### config.mk
export PLATFORM = sky130hd
export DESIGN_NAME = discovered_server_table_top
export DESIGN_NICKNAME = d
export VERILOG_FILES = /design/src/sv/dst_pkg.sv /design/src/sv/dst_mem.sv /design/src/sv/dst_ctrl.sv /design/src/sv/discovered_server_table_top.sv
export VERILOG_INCLUDE_DIRS = /design/src /design/src/sv
export SDC_FILE = /design/constraint.sdc
export NUM_CORES = 2
export LEC_CHECK = 0
export BUFFER_PORTS_ARGS = -buffer_cell sky130_fd_sc_hd__buf_2
export CAP_MARGIN = 20
export CORE_MARGIN = 4
export CORE_UTILIZATION = 56
export DETAILED_ROUTE_END_ITERATION = 6
export PLACE_DENSITY_LB_ADDON = 0.1
export SETUP_SLACK_MARGIN = 0.4
export SLEW_MARGIN = 40
export SYNTH_ARGS = -nofsm -noshare
export SYNTH_HDL_FRONTEND = slang
export SYNTH_SLANG_ARGS = --single-unit
export TNS_END_PERCENT = 30
### constraint.sdc
create_clock -name clk -period 27.9 [get_ports clk]
set_input_delay 8.37 -clock clk [delete_from_list [all_inputs] [get_ports clk]]
set_output_delay 8.37 -clock clk [all_outputs]
set_load 0.01 [all_outputs]
### src/sv/discovered_server_table_top_macros.svh
// Assertion macros for the discovered server table.
`ifndef DISCOVERED_SERVER_TABLE_TOP_MACROS_SVH
`define DISCOVERED_SERVER_TABLE_TOP_MACROS_SVH

// The consequent must hold in the same cycle as the antecedent.
`define DST_ASSERT_SAME(label, ante, cons) \
  label: assert property (@(posedge clk) disable iff (!rst_n) (ante) |-> (cons)) \
    else $error("discovered server table check failed");

// The consequent must hold in the cycle after the antecedent.
`define DST_ASSERT_NEXT(label, ante, cons) \
  label: assert property (@(posedge clk) disable iff (!rst_n) (ante) |=> (cons)) \
    else $error("discovered server table check failed");

`endif

### src/sv/dst_pkg.sv
// Shared types, codes and helpers of the discovered server table.
package dst_pkg;

  localparam int ENTRIES = 8;
  localparam int IDX_W   = (ENTRIES > 1) ? $clog2(ENTRIES) : 1;

  localparam logic [31:0] HOLD_MS = 32'd10000;

  localparam logic [1:0] TR_UNUSED = 2'd0;
  localparam logic [1:0] TR_TCP    = 2'd1;
  localparam logic [1:0] TR_TLS    = 2'd2;

  localparam logic REQ_ANNOUNCE = 1'b0;
  localparam logic REQ_LOOKUP   = 1'b1;

  localparam logic [1:0] ST_UPDATED  = 2'd0;
  localparam logic [1:0] ST_EMPTY    = 2'd1;
  localparam logic [1:0] ST_REPLACED = 2'd2;
  localparam logic [1:0] ST_KEPT     = 2'd3;
  localparam logic [1:0] ST_FOUND    = 2'd0;
  localparam logic [1:0] ST_NO_NAME  = 2'd1;
  localparam logic [1:0] ST_NONE     = 2'd2;

  typedef struct packed {
    logic [1:0]  transport;
    logic [63:0] key;
    logic [31:0] ip;
    logic        loopback;
    logic [15:0] port;
    logic [31:0] tstamp;
  } entry_t;

  typedef struct packed {
    logic             en;
    logic [IDX_W-1:0] addr;
  } rd_req_t;

  typedef struct packed {
    logic             en;
    logic [IDX_W-1:0] addr;
    entry_t           data;
  } wr_req_t;

  // True when b lies at least p ms after a, with the difference read as signed.
  function automatic logic at_least_after(logic [31:0] a, logic [31:0] b, logic [31:0] p);
    logic [31:0] d;
    d = b - a;
    return !d[31] && (d >= p);
  endfunction

endpackage

### src/sv/dst_mem.sv
// Entry memory with one write port, one registered read port and per-entry valid bits.
module dst_mem (
  input  logic              clk,
  input  logic              rst_n,
  input  dst_pkg::rd_req_t  rd,
  output dst_pkg::entry_t   rd_data,
  input  dst_pkg::wr_req_t  wr
);

  dst_pkg::entry_t              mem_r [dst_pkg::ENTRIES];
  logic [dst_pkg::ENTRIES-1:0]  valid_r;
  logic [dst_pkg::ENTRIES-1:0]  valid_nxt;
  dst_pkg::entry_t              rd_data_r;

  always_comb begin
    valid_nxt = valid_r;
    if (wr.en) begin
      valid_nxt[wr.addr] = 1'b1;
    end
  end

  always_ff @(posedge clk) begin
    if (!rst_n) begin
      valid_r <= '0;
    end else begin
      valid_r <= valid_nxt;
    end
  end

  always_ff @(posedge clk) begin
    if (wr.en) begin
      mem_r[wr.addr] <= wr.data;
    end
    if (rd.en) begin
      rd_data_r <= valid_r[rd.addr] ? mem_r[rd.addr] : '0;
    end
  end

  assign rd_data = rd_data_r;

endmodule

### src/sv/dst_ctrl.sv
// Request sequencer: scans the entry memory, decides, writes back on announces that are not kept and reports.
module dst_ctrl (
  input  logic                       clk,
  input  logic                       rst_n,
  input  logic                       start,
  output logic                       busy,
  input  logic                       in_req_type,
  input  logic                       in_secure,
  input  logic [63:0]                in_net_key,
  input  logic [31:0]                in_ip_addr,
  input  logic                       in_ip_loopback,
  input  logic [15:0]                in_port,
  input  logic [31:0]                in_now_ms,
  output logic                       out_valid,
  output logic [1:0]                 out_status,
  output logic [31:0]                out_found_ip,
  output logic [15:0]                out_found_port,
  output logic [63:0]                out_found_key,
  output logic                       out_wanted_hit,
  output dst_pkg::rd_req_t           rd,
  input  dst_pkg::entry_t            rd_data,
  output dst_pkg::wr_req_t           wr
);

  localparam logic [1:0] S_IDLE  = 2'd0;
  localparam logic [1:0] S_SCAN  = 2'd1;
  localparam logic [1:0] S_DRAIN = 2'd2;
  localparam logic [1:0] S_DONE  = 2'd3;

  localparam logic [dst_pkg::IDX_W-1:0] LAST_IDX = dst_pkg::IDX_W'(dst_pkg::ENTRIES - 1);

  typedef struct packed {
    logic        req_type;
    logic [1:0]  tr;
    logic [63:0] key;
    logic [31:0] ip;
    logic        lb;
    logic [15:0] port;
    logic [31:0] now;
  } req_t;

  typedef struct packed {
    logic                      match_ok;
    logic [dst_pkg::IDX_W-1:0] match_idx;
    logic                      match_lb;
    logic [31:0]               match_time;
    logic                      empty_ok;
    logic [dst_pkg::IDX_W-1:0] empty_idx;
    logic                      vis;
    logic                      sel_ok;
    logic [dst_pkg::IDX_W-1:0] sel_idx;
    logic [31:0]               sel_time;
    logic [31:0]               sel_ip;
    logic [15:0]               sel_port;
    logic [63:0]               sel_key;
  } scan_t;

  typedef struct packed {
    logic        valid;
    logic [1:0]  status;
    logic [31:0] ip;
    logic [15:0] port;
    logic [63:0] key;
    logic        hit;
  } res_t;

  logic [1:0]                state_r, state_nxt;
  logic [dst_pkg::IDX_W-1:0] cnt_r, cnt_nxt;
  logic                      rv_r, rv_nxt;
  logic [dst_pkg::IDX_W-1:0] ridx_r, ridx_nxt;
  req_t                      req_r, req_nxt;
  scan_t                     scan_r, scan_nxt;
  res_t                      res_r, res_nxt;
  logic [63:0]               wanted_key_r, wanted_key_nxt;
  logic                      hit_tr;
  logic                      kept;

  always_comb begin
    state_nxt      = state_r;
    cnt_nxt        = cnt_r;
    req_nxt        = req_r;
    scan_nxt       = scan_r;
    res_nxt        = res_r;
    res_nxt.valid  = 1'b0;
    wanted_key_nxt = wanted_key_r;
    rv_nxt         = (state_r == S_SCAN);
    ridx_nxt       = cnt_r;
    rd.en          = 1'b0;
    rd.addr        = cnt_r;
    wr.en          = 1'b0;
    wr.addr        = scan_r.sel_idx;
    wr.data        = '{transport: req_r.tr, key: req_r.key, ip: req_r.ip,
                       loopback: req_r.lb, port: req_r.port, tstamp: req_r.now};
    hit_tr         = (rd_data.transport == req_r.tr);
    kept           = scan_r.match_ok && scan_r.match_lb && !req_r.lb &&
                     !dst_pkg::at_least_after(scan_r.match_time, req_r.now, dst_pkg::HOLD_MS);

    if (rv_r) begin
      if (req_r.req_type == dst_pkg::REQ_ANNOUNCE) begin
        if (!scan_r.match_ok && hit_tr && (rd_data.key == req_r.key)) begin
          scan_nxt.match_ok   = 1'b1;
          scan_nxt.match_idx  = ridx_r;
          scan_nxt.match_lb   = rd_data.loopback;
          scan_nxt.match_time = rd_data.tstamp;
        end
        if (!scan_r.empty_ok && (rd_data.transport == dst_pkg::TR_UNUSED)) begin
          scan_nxt.empty_ok  = 1'b1;
          scan_nxt.empty_idx = ridx_r;
        end
        if (!scan_r.sel_ok ||
            !dst_pkg::at_least_after(scan_r.sel_time, rd_data.tstamp, 32'd1)) begin
          scan_nxt.sel_ok   = 1'b1;
          scan_nxt.sel_idx  = ridx_r;
          scan_nxt.sel_time = rd_data.tstamp;
        end
      end else if (hit_tr) begin
        scan_nxt.vis = 1'b1;
        if (((req_r.key == 64'd0) || (req_r.key == rd_data.key)) &&
            (!scan_r.sel_ok ||
             dst_pkg::at_least_after(scan_r.sel_time, rd_data.tstamp, 32'd1))) begin
          scan_nxt.sel_ok   = 1'b1;
          scan_nxt.sel_idx  = ridx_r;
          scan_nxt.sel_time = rd_data.tstamp;
          scan_nxt.sel_ip   = rd_data.ip;
          scan_nxt.sel_port = rd_data.port;
          scan_nxt.sel_key  = rd_data.key;
        end
      end
    end

    unique case (state_r)
      S_IDLE: begin
        if (start) begin
          req_nxt.req_type = in_req_type;
          req_nxt.tr       = in_secure ? dst_pkg::TR_TLS : dst_pkg::TR_TCP;
          req_nxt.key      = in_net_key;
          req_nxt.ip       = in_ip_addr;
          req_nxt.lb       = in_ip_loopback;
          req_nxt.port     = in_port;
          req_nxt.now      = in_now_ms;
          scan_nxt         = '0;
          cnt_nxt          = '0;
          state_nxt        = S_SCAN;
        end
      end
      S_SCAN: begin
        rd.en   = 1'b1;
        cnt_nxt = cnt_r + dst_pkg::IDX_W'(1);
        if (cnt_r == LAST_IDX) begin
          state_nxt = S_DRAIN;
        end
      end
      S_DRAIN: begin
        state_nxt = S_DONE;
      end
      S_DONE: begin
        res_nxt       = '0;
        res_nxt.valid = 1'b1;
        if (req_r.req_type == dst_pkg::REQ_ANNOUNCE) begin
          if (kept) begin
            res_nxt.status = dst_pkg::ST_KEPT;
          end else begin
            wr.en       = 1'b1;
            res_nxt.hit = (req_r.key == wanted_key_r);
            if (scan_r.match_ok) begin
              wr.addr        = scan_r.match_idx;
              res_nxt.status = dst_pkg::ST_UPDATED;
            end else if (scan_r.empty_ok) begin
              wr.addr        = scan_r.empty_idx;
              res_nxt.status = dst_pkg::ST_EMPTY;
            end else begin
              wr.addr        = scan_r.sel_idx;
              res_nxt.status = dst_pkg::ST_REPLACED;
            end
          end
        end else if (scan_r.sel_ok) begin
          res_nxt.status = dst_pkg::ST_FOUND;
          res_nxt.ip     = scan_r.sel_ip;
          res_nxt.port   = scan_r.sel_port;
          res_nxt.key    = scan_r.sel_key;
          wanted_key_nxt = scan_r.sel_key;
        end else begin
          res_nxt.status = scan_r.vis ? dst_pkg::ST_NO_NAME : dst_pkg::ST_NONE;
        end
        state_nxt = S_IDLE;
      end
      default: begin
        state_nxt = S_IDLE;
      end
    endcase
  end

  always_ff @(posedge clk) begin
    if (!rst_n) begin
      state_r      <= S_IDLE;
      cnt_r        <= '0;
      rv_r         <= 1'b0;
      res_r        <= '0;
      wanted_key_r <= '0;
    end else begin
      state_r      <= state_nxt;
      cnt_r        <= cnt_nxt;
      rv_r         <= rv_nxt;
      res_r        <= res_nxt;
      wanted_key_r <= wanted_key_nxt;
    end
  end

  always_ff @(posedge clk) begin
    ridx_r <= ridx_nxt;
    req_r  <= req_nxt;
    scan_r <= scan_nxt;
  end

  assign busy           = (state_r != S_IDLE);
  assign out_valid      = res_r.valid;
  assign out_status     = res_r.status;
  assign out_found_ip   = res_r.ip;
  assign out_found_port = res_r.port;
  assign out_found_key  = res_r.key;
  assign out_wanted_hit = res_r.hit;

endmodule

### src/sv/discovered_server_table_top.sv
// Top level of the discovered server table.
//
//   channel  | ports                                  | handshake
//   request  | in_* fields                            | start high while busy low
//   result   | out_* fields                           | out_valid, one cycle
//
// out_valid rises after the scan, which reads one entry per cycle from the
// entry memory, then the registered read, the drain state and the state of
// decision and write-back, whose result is registered.
// busy is high from the cycle after acceptance until the result is issued.
// Reset is synchronous and active low and clears the entry valid bits and
// the remembered lookup key. The receiver cannot hold a result off; a new
// request may be started in the cycle in which a result is shown, so a
// request is only taken once the one before it has been fully answered.
`include "discovered_server_table_top_macros.svh"

module discovered_server_table_top (
  input  logic        clk,
  input  logic        rst_n,
  input  logic        start,
  output logic        busy,
  input  logic        in_req_type,
  input  logic        in_secure,
  input  logic [63:0] in_net_key,
  input  logic [31:0] in_ip_addr,
  input  logic        in_ip_loopback,
  input  logic [15:0] in_port,
  input  logic [31:0] in_now_ms,
  output logic        out_valid,
  output logic [1:0]  out_status,
  output logic [31:0] out_found_ip,
  output logic [15:0] out_found_port,
  output logic [63:0] out_found_key,
  output logic        out_wanted_hit
);

  dst_pkg::rd_req_t rd;
  dst_pkg::wr_req_t wr;
  dst_pkg::entry_t  rd_data;

  dst_mem u_mem (
    .clk     (clk),
    .rst_n   (rst_n),
    .rd      (rd),
    .rd_data (rd_data),
    .wr      (wr)
  );

  dst_ctrl u_ctrl (
    .clk            (clk),
    .rst_n          (rst_n),
    .start          (start),
    .busy           (busy),
    .in_req_type    (in_req_type),
    .in_secure      (in_secure),
    .in_net_key     (in_net_key),
    .in_ip_addr     (in_ip_addr),
    .in_ip_loopback (in_ip_loopback),
    .in_port        (in_port),
    .in_now_ms      (in_now_ms),
    .out_valid      (out_valid),
    .out_status     (out_status),
    .out_found_ip   (out_found_ip),
    .out_found_port (out_found_port),
    .out_found_key  (out_found_key),
    .out_wanted_hit (out_wanted_hit),
    .rd             (rd),
    .rd_data        (rd_data),
    .wr             (wr)
  );

  `DST_ASSERT_NEXT(a_start_busy, start && !busy, busy)
  `DST_ASSERT_SAME(a_write_busy, wr.en, busy)
  `DST_ASSERT_NEXT(a_write_result, wr.en, out_valid && !busy)
  `DST_ASSERT_SAME(a_no_read_write, wr.en, !rd.en)

endmodule
* Word-level counts from Yosys, hierarchy flattened
Memories as Yosys holds them, arrays and structs flattened. A register that Yosys moved wholly into a read port is not among the register bits.
Index checks and enable logic that the tools add are counted.
** Word-level totals
- Memories kept :: 1
- Output and inout port bits :: 117
- Bits of input ports :: 150
- Memory bits (writable) :: 1176
- Bits in registers :: 535
- Logic and storage cells :: 124
** Memory list
- u_mem.mem_r :: depth 8, bits a word 147, read ports 1, clocked after memory_dff 1, write ports 1, line dst_mem.sv:10 : dst_pkg::entry_t mem_r [dst_pkg::ENTRIES];
** Operators by class
- Order comparisons :: 5
- Equality and inequality tests :: 10
- Bitwise operators :: 1
- Reduce and logical (&&, ||, !) cells :: 31
- Mux-type cells :: 41
- Add/subtract/negate cells :: 3
** Operators by type and width (number)
- 2-to-1 mux 190 bit :: 3
- 2-to-1 mux 112 bit :: 3
- equality test 64 bit :: 3
- 2-to-1 mux 149 bit :: 1
- 2-to-1 mux 148 bit :: 1
- 2-to-1 mux 116 bit :: 1
- 2-to-1 mux 36 bit :: 2
- zero test 64 bit :: 1
- subtractor 32 bit :: 2
- 2-to-1 mux 41 bit :: 1
- 2-to-1 mux 37 bit :: 1
- >= comparator 32 x 1 -> 1 bit (second input constant) :: 1
- >= comparator 32 x 14 -> 1 bit (second input constant) :: 1
- 2-to-1 mux 2 bit :: 9
- 2-to-1 mux 4 bit :: 4
- logical AND 1 bit :: 10
- zero test 1 bit :: 9
- 2-to-1 mux 3 bit :: 3
- less-than comparator 3 x 4 -> 1 bit (second input constant) :: 2
- 2-to-1 mux 1 bit :: 8
- OR 8 bit :: 1
- one-hot mux 2 bit (4 select lines) :: 1
- one-hot mux 3 bit (2 select lines) :: 1
- AND reduction 2 bit :: 3
- 13 further kinds :: 19

* Logic depth before layout (Yosys ltp)
- Depth in word-level cells :: 13
- Gate-level depth with buffers :: 18
- Depth with buffers taken out :: 16

* By module
Synthesis repeated with hierarchy kept, for this count alone.
** Second synthesis, totals
- Cell total of the unflattened synthesis :: 4571
- Area, all modules :: 74229.9 sq um
** By module, submodules not included
- dst_mem :: instances 1, seq. area each 39888.3 sq um, area each 49195.9 sq um, cells each 2043
- dst_ctrl :: instances 1, seq. area each 12031.5 sq um, area each 25034.0 sq um, cells each 2528

* Worst setup path after synthesis
No wires, ideal clock.
- Kind :: reg2reg
- Start point :: register u_ctrl.req_r (netlist bit u_ctrl.wr[0])
- End point :: memory u_mem.mem_r[6][0] (netlist bit), enable pin
- Arrival time :: 25.625 ns
- Setup time :: 1.442 ns
- Buffers on the path :: 0
- Required time :: 26.458 ns
- Path slack :: 0.833 ns
- Period minus slack after synthesis :: 27.067 ns
- Stages on the path, launching flop included :: 15
- Cells stage by stage :: edfxtp_1 inv_1 ha_1 fa_1 nor2b_1 o311a_1 o31a_1 a41oi_2 o311ai_0 a211oi_1 o2111ai_1 nor4_1 a21oi_1 o21ai_4 a2111oi_0
** On the way
- Longest elaborated chain between the ends :: 10
- Elaborated cells on any way between the ends :: 11
- Those cells by class :: add/sub: 1; order compare: 1; mux: 5; reduce/logical: 4
** Ends and longest elaborated chain
- start: declaration :: line dst_ctrl.sv:71 : req_t req_r, req_nxt;
- start signal: assignment :: line dst_ctrl.sv:211 : req_r <= req_nxt;
- subtractor 32 bit * :: line dst_pkg.sv:47 : d = b - a;
- >= comparator 32 x 14 -> 1 bit or zero test 1 bit (tied branches) :: line dst_pkg.sv:48 : return !d[31] && (d >= p);
- logical AND 1 bit * :: line dst_pkg.sv:48
- zero test 1 bit * :: line dst_ctrl.sv:96 : !dst_pkg::at_least_after(scan_r.match_time, req_r.now, dst_pkg::HOLD_MS);
- logical AND 1 bit * :: line dst_ctrl.sv:95 : kept = scan_r.match_ok && scan_r.match_lb && !req_r.lb &&
- 2-to-1 mux 4 bit * :: line dst_ctrl.sv:160 : if (kept) begin
- 2-to-1 mux 4 bit * :: line dst_ctrl.sv:159 : if (req_r.req_type == dst_pkg::REQ_ANNOUNCE) begin
- 2-to-1 mux 4 bit * :: line dst_ctrl.sv:131 : unique case (state_r)
- 2-to-1 mux 1 bit :: line dst_mem.sv:31 : if (wr.en) begin
- 2-to-1 mux 1 bit (implied by the code) :: line dst_mem.sv:32 : mem_r[wr.addr] <= wr.data;
- end: declaration :: line dst_mem.sv:10
Mark *: on every way between the ends. The rest lies on a longest branch, timed or not.

* Final worst setup path
- Start point :: input port start
- End point :: register u_ctrl.req_r (netlist bit u_ctrl.wr[127]), enable pin
** On the way
- Longest elaborated chain between the ends :: 1
** Ends and longest elaborated chain
- start: declaration :: line discovered_server_table_top.sv:20 : input logic start,
- AND reduction 2 bit (no source line)
No other way between the ends.
A chain may end at the register's enable or synchronous reset.

==> summary.txt <==
Final layout
  – Most common cell after layout, fill and taps aside: edfxtp_1
  – Storage cell area: 51,930 µm²
  – Nets: 4,961
  – Fill cells: 9,359
  – Area of the multi-input gates: 20,150 µm²
  – Share of layout cells above drive strength 1: 0.1938
  – Post-route insts no fill: 6,649
  – Area Growth Syn to Fin: 13.07%
  – Most frequent cells in the layout: edfxtp_1, nor2_1, dfxtp_1

Route
  – DRC Markers: 0
  – Routed len/inst: 25.95 µm
  – DR pass1 iterations: 7
  – Vias/cell: 5.948
  – Vias: 39,550
  – DRT Wirelength: 172,500 µm
  – Final ANT Viol Nets: 0
  – 1st-iter DRT viols: 3,635

Synth
  – Most used DFF post-synth: edfxtp_1
  – Syn avg cell area: 16.47 µm²
  – Asr flop ratio synth: 0
  – Cells after synthesis: 4,447
  – Syn Nets: 4,667
  – Cell variety after synth: 90
  – Sequential share of the synthesized area: 0.7087
  – Post-synth EDFFs: 1,471
  – YS warnings: 0
  – Yosys reg bits: 1,858
  – Area of the mapped netlist: 73,260 µm²

Power
  – Total Power: 7.142 mW
  – Internal power: 5.182 mW
  – Switching part of the total: 0.2744
  – Worst VDD drop: 0.00006597 V
  – P_sw: 1.960 mW
  – Combinational share of power: 0.162
  – Pwr Density: 86.21 nW/µm²
  – Static Leak: 26.92 nW
  – Clock group share of total power: 0.348
  – Sequential Power Share: 0.490

Floorplan
  – I/O Pins: 267
  – Core Box Area: 129,800 µm²
  – Cell Rows: 132
  – Chip width: 369.7 µm
  – Initial Util: 0.5644
  – Die Y: 369.7 µm
  – Die area: 136,700 µm²

Clock tree
  – Hold buffer count at CTS: 0
  – Worst skew pair latency: 0.81 ns
  – TritonCTS clock tree: yes
  – Reg clk slew, reported paths: 0.06 ns
  – Deepest clock path buffer count: 3
  – Post-CTS sizing: 0
  – H-tree levels: 4
  – Root buffer cell: clkbuf_16
  – Cts bufs inserted: 185
  – Postcts setup bufs: 0
  – CTS Sinks: 1,858

Worst setup path
  – R2r endpoint: u_mem.mem_r[1][114]
  – Crit. End Element: flop
  – R2R Setup Slk: 21.16 ns
  – Worst path most repeated cell: buf_16
  – CP peak stage delay: 0.73 ns
  – Critical Path RT: 28.35 ns
  – Critical path launch point: start
  – Crit path capture: u_ctrl.wr[127]
  – CP Max Fanout: 64
  – Slowest cell on crit path: buf_4
  – Critical path class: input port to flop
  – Worst setup SP type: input port
  – Crit path arrival time: 10.96 ns
  – Reg-to-reg startpoint: u_ctrl.wr[0]
  – Critical-path cell list: buf_2 -> inv_1 -> nor2_4 -> buf_4 -> buf_12 -> buf_16 -> buf_16
  – Worst R2R Path Depth: 17

Global routing
  – First-pass GRT wire length: 256,400 µm
  – Pin count of the biggest net entering global routing: 125
  – Antenna violations before repair: 7
  – Gr ovfl total: 0
  – Vias in the first global route: 39,100
  – Gr usage total: 0.2526

STA
  – Clk_skew: 0.02785 ns
  – Final setup fails: 0
  – Fin. Hold Viols: 0
  – Post-layout min period: 10.51 ns
  – Period utilization: 0.3766
  – Fmax: 95.17 MHz
  – RSZ-0062 raised after global routing: no
  – Slew of the pin with the lowest slew margin: 0.8184 ns
  – Worst rel slew slack: 0.4388
  – Max-slew violation count: 0
  – Final TNS setup: 0 ns

Placement
  – Inst Count DP: 6,295
  – Final HPWL from detailed placement: 102,100 µm
  – Port Buffer Count: 266
  – Placer congestion estimate: 0.8707

Outcome
  – Status: finished, final reports clean

Flow run
  – Max-Cap Viols: 0

Hold path
  – HP Class: flop to flop
==> kinds of logic after synthesis <==
kind of cell	synth area share
simple gates	0.05759
fa+ha+maj	0.01216
compound gates	0.04621
mux	0.1389
flops	0.7087
buf+inv	0.01810
xor+xnor	0.01841
==> metal layers <==
layer  vias to the layer above  track usage  wire (µm)  part of all wire
met3                       288      0.04763      11470             0.066
li1                      17710            -          -                 -
met1                     20250       0.3745      76670              0.44
met2                      1287       0.3875      79640              0.46
met5                         -            0         49           0.00028
met4                         8      0.07265       4683             0.027
==> stage by stage <==
stage	setup WS (ns)	area (µm²)	utilization	hold WS, ns
floorplan	0.8332	73260	-	0.3529
global placement	16.73	76460	0.5890	0.4301
detailed placement	16.50	76610	0.5901	0.4357
CTS	17.36	82780	0.6376	0.4505
global route	17.22	82830	0.6381	0.4693
finish	17.39	82840	0.6381	0.4480
==> sequential cells by signal, indices dropped and copies added, names as in the netlist, 16 cells and up <==
| name | flops |
|---|---|
| u_mem.mem_r | 1176 |
| u_ctrl.out_found_port | 16 |
| u_ctrl.out_found_key | 64 |
| u_ctrl.wr | 147 |
| u_ctrl.out_found_ip | 32 |
| u_ctrl.scan_r | 190 |
| u_mem.rd_data | 147 |
| u_ctrl.wanted_key_r | 64 |
==> worst max-delay path: cells and delay by family <==
kind	cells	cell delay, ns
simple gates	1	0.60
buf+inv	6	1.82
==> how the worst min path moves through the flow <==
| stage | startpoint | end | slack [ns] | cells past startpoint |
|---|---|---|---|---|
| final | u_mem.valid_r[5] | u_mem.valid_r[5] | 0.45 | 1 |
| after global placement | u_mem.valid_r[2] | u_mem.valid_r[2] | 0.43 | 2 |
| after floorplan | u_ctrl.cnt_r[1] | u_ctrl.ridx_r[1] | 0.35 | 0 |
| after global routing | u_mem.valid_r[1] | u_mem.valid_r[1] | 0.47 | 2 |
| after CTS | u_mem.valid_r[1] | u_mem.valid_r[1] | 0.45 | 2 |
| after detailed placement | u_mem.valid_r[1] | u_mem.valid_r[1] | 0.44 | 2 |
==> cells in the mapped netlist (48+ instances only) <==
library cell / n / area [µm²]
buf_1: 48 / 180.2
mux2i_1: 347 / 3473
a21oi_1: 68 / 340.3
ha_1: 68 / 850.8
xnor2_1: 78 / 683.2
mux4_2: 296 / 6666
nor4_1: 50 / 312.8
nand2_1: 246 / 923.4
inv_1: 85 / 319.1
a22oi_1: 53 / 397.9
xor2_1: 76 / 665.6
clkbuf_1: 152 / 570.6
a21boi_0: 131 / 983.4
nor2_1: 408 / 1531
edfxtp_1: 1471 / 44170
dfxtp_1: 387 / 7747
nor2b_1: 72 / 450.4
==> area by class of cell <==
class                   count  share of cell area
multi-input cells        2275              0.2433
inverters                  86            0.003927
diodes                      4           0.0001208
well taps                1742             0.02631
clock inverters            88             0.01109
repair buffers            335             0.02501
clock buffers             261             0.06338
flip-flops and latches   1858              0.6269
==> power groups by stage <==
stage	registers, mW	logic (mW)	clock network (mW)
floorplan	3.48	0.844	0
global placement	3.55	1.14	0
detailed placement	3.55	1.15	0
CTS	3.50	1.16	2.54
global route	3.52	1.26	2.66
finish	3.50	1.16	2.49
No activity file was read; power rests on OpenSTA's default activity.
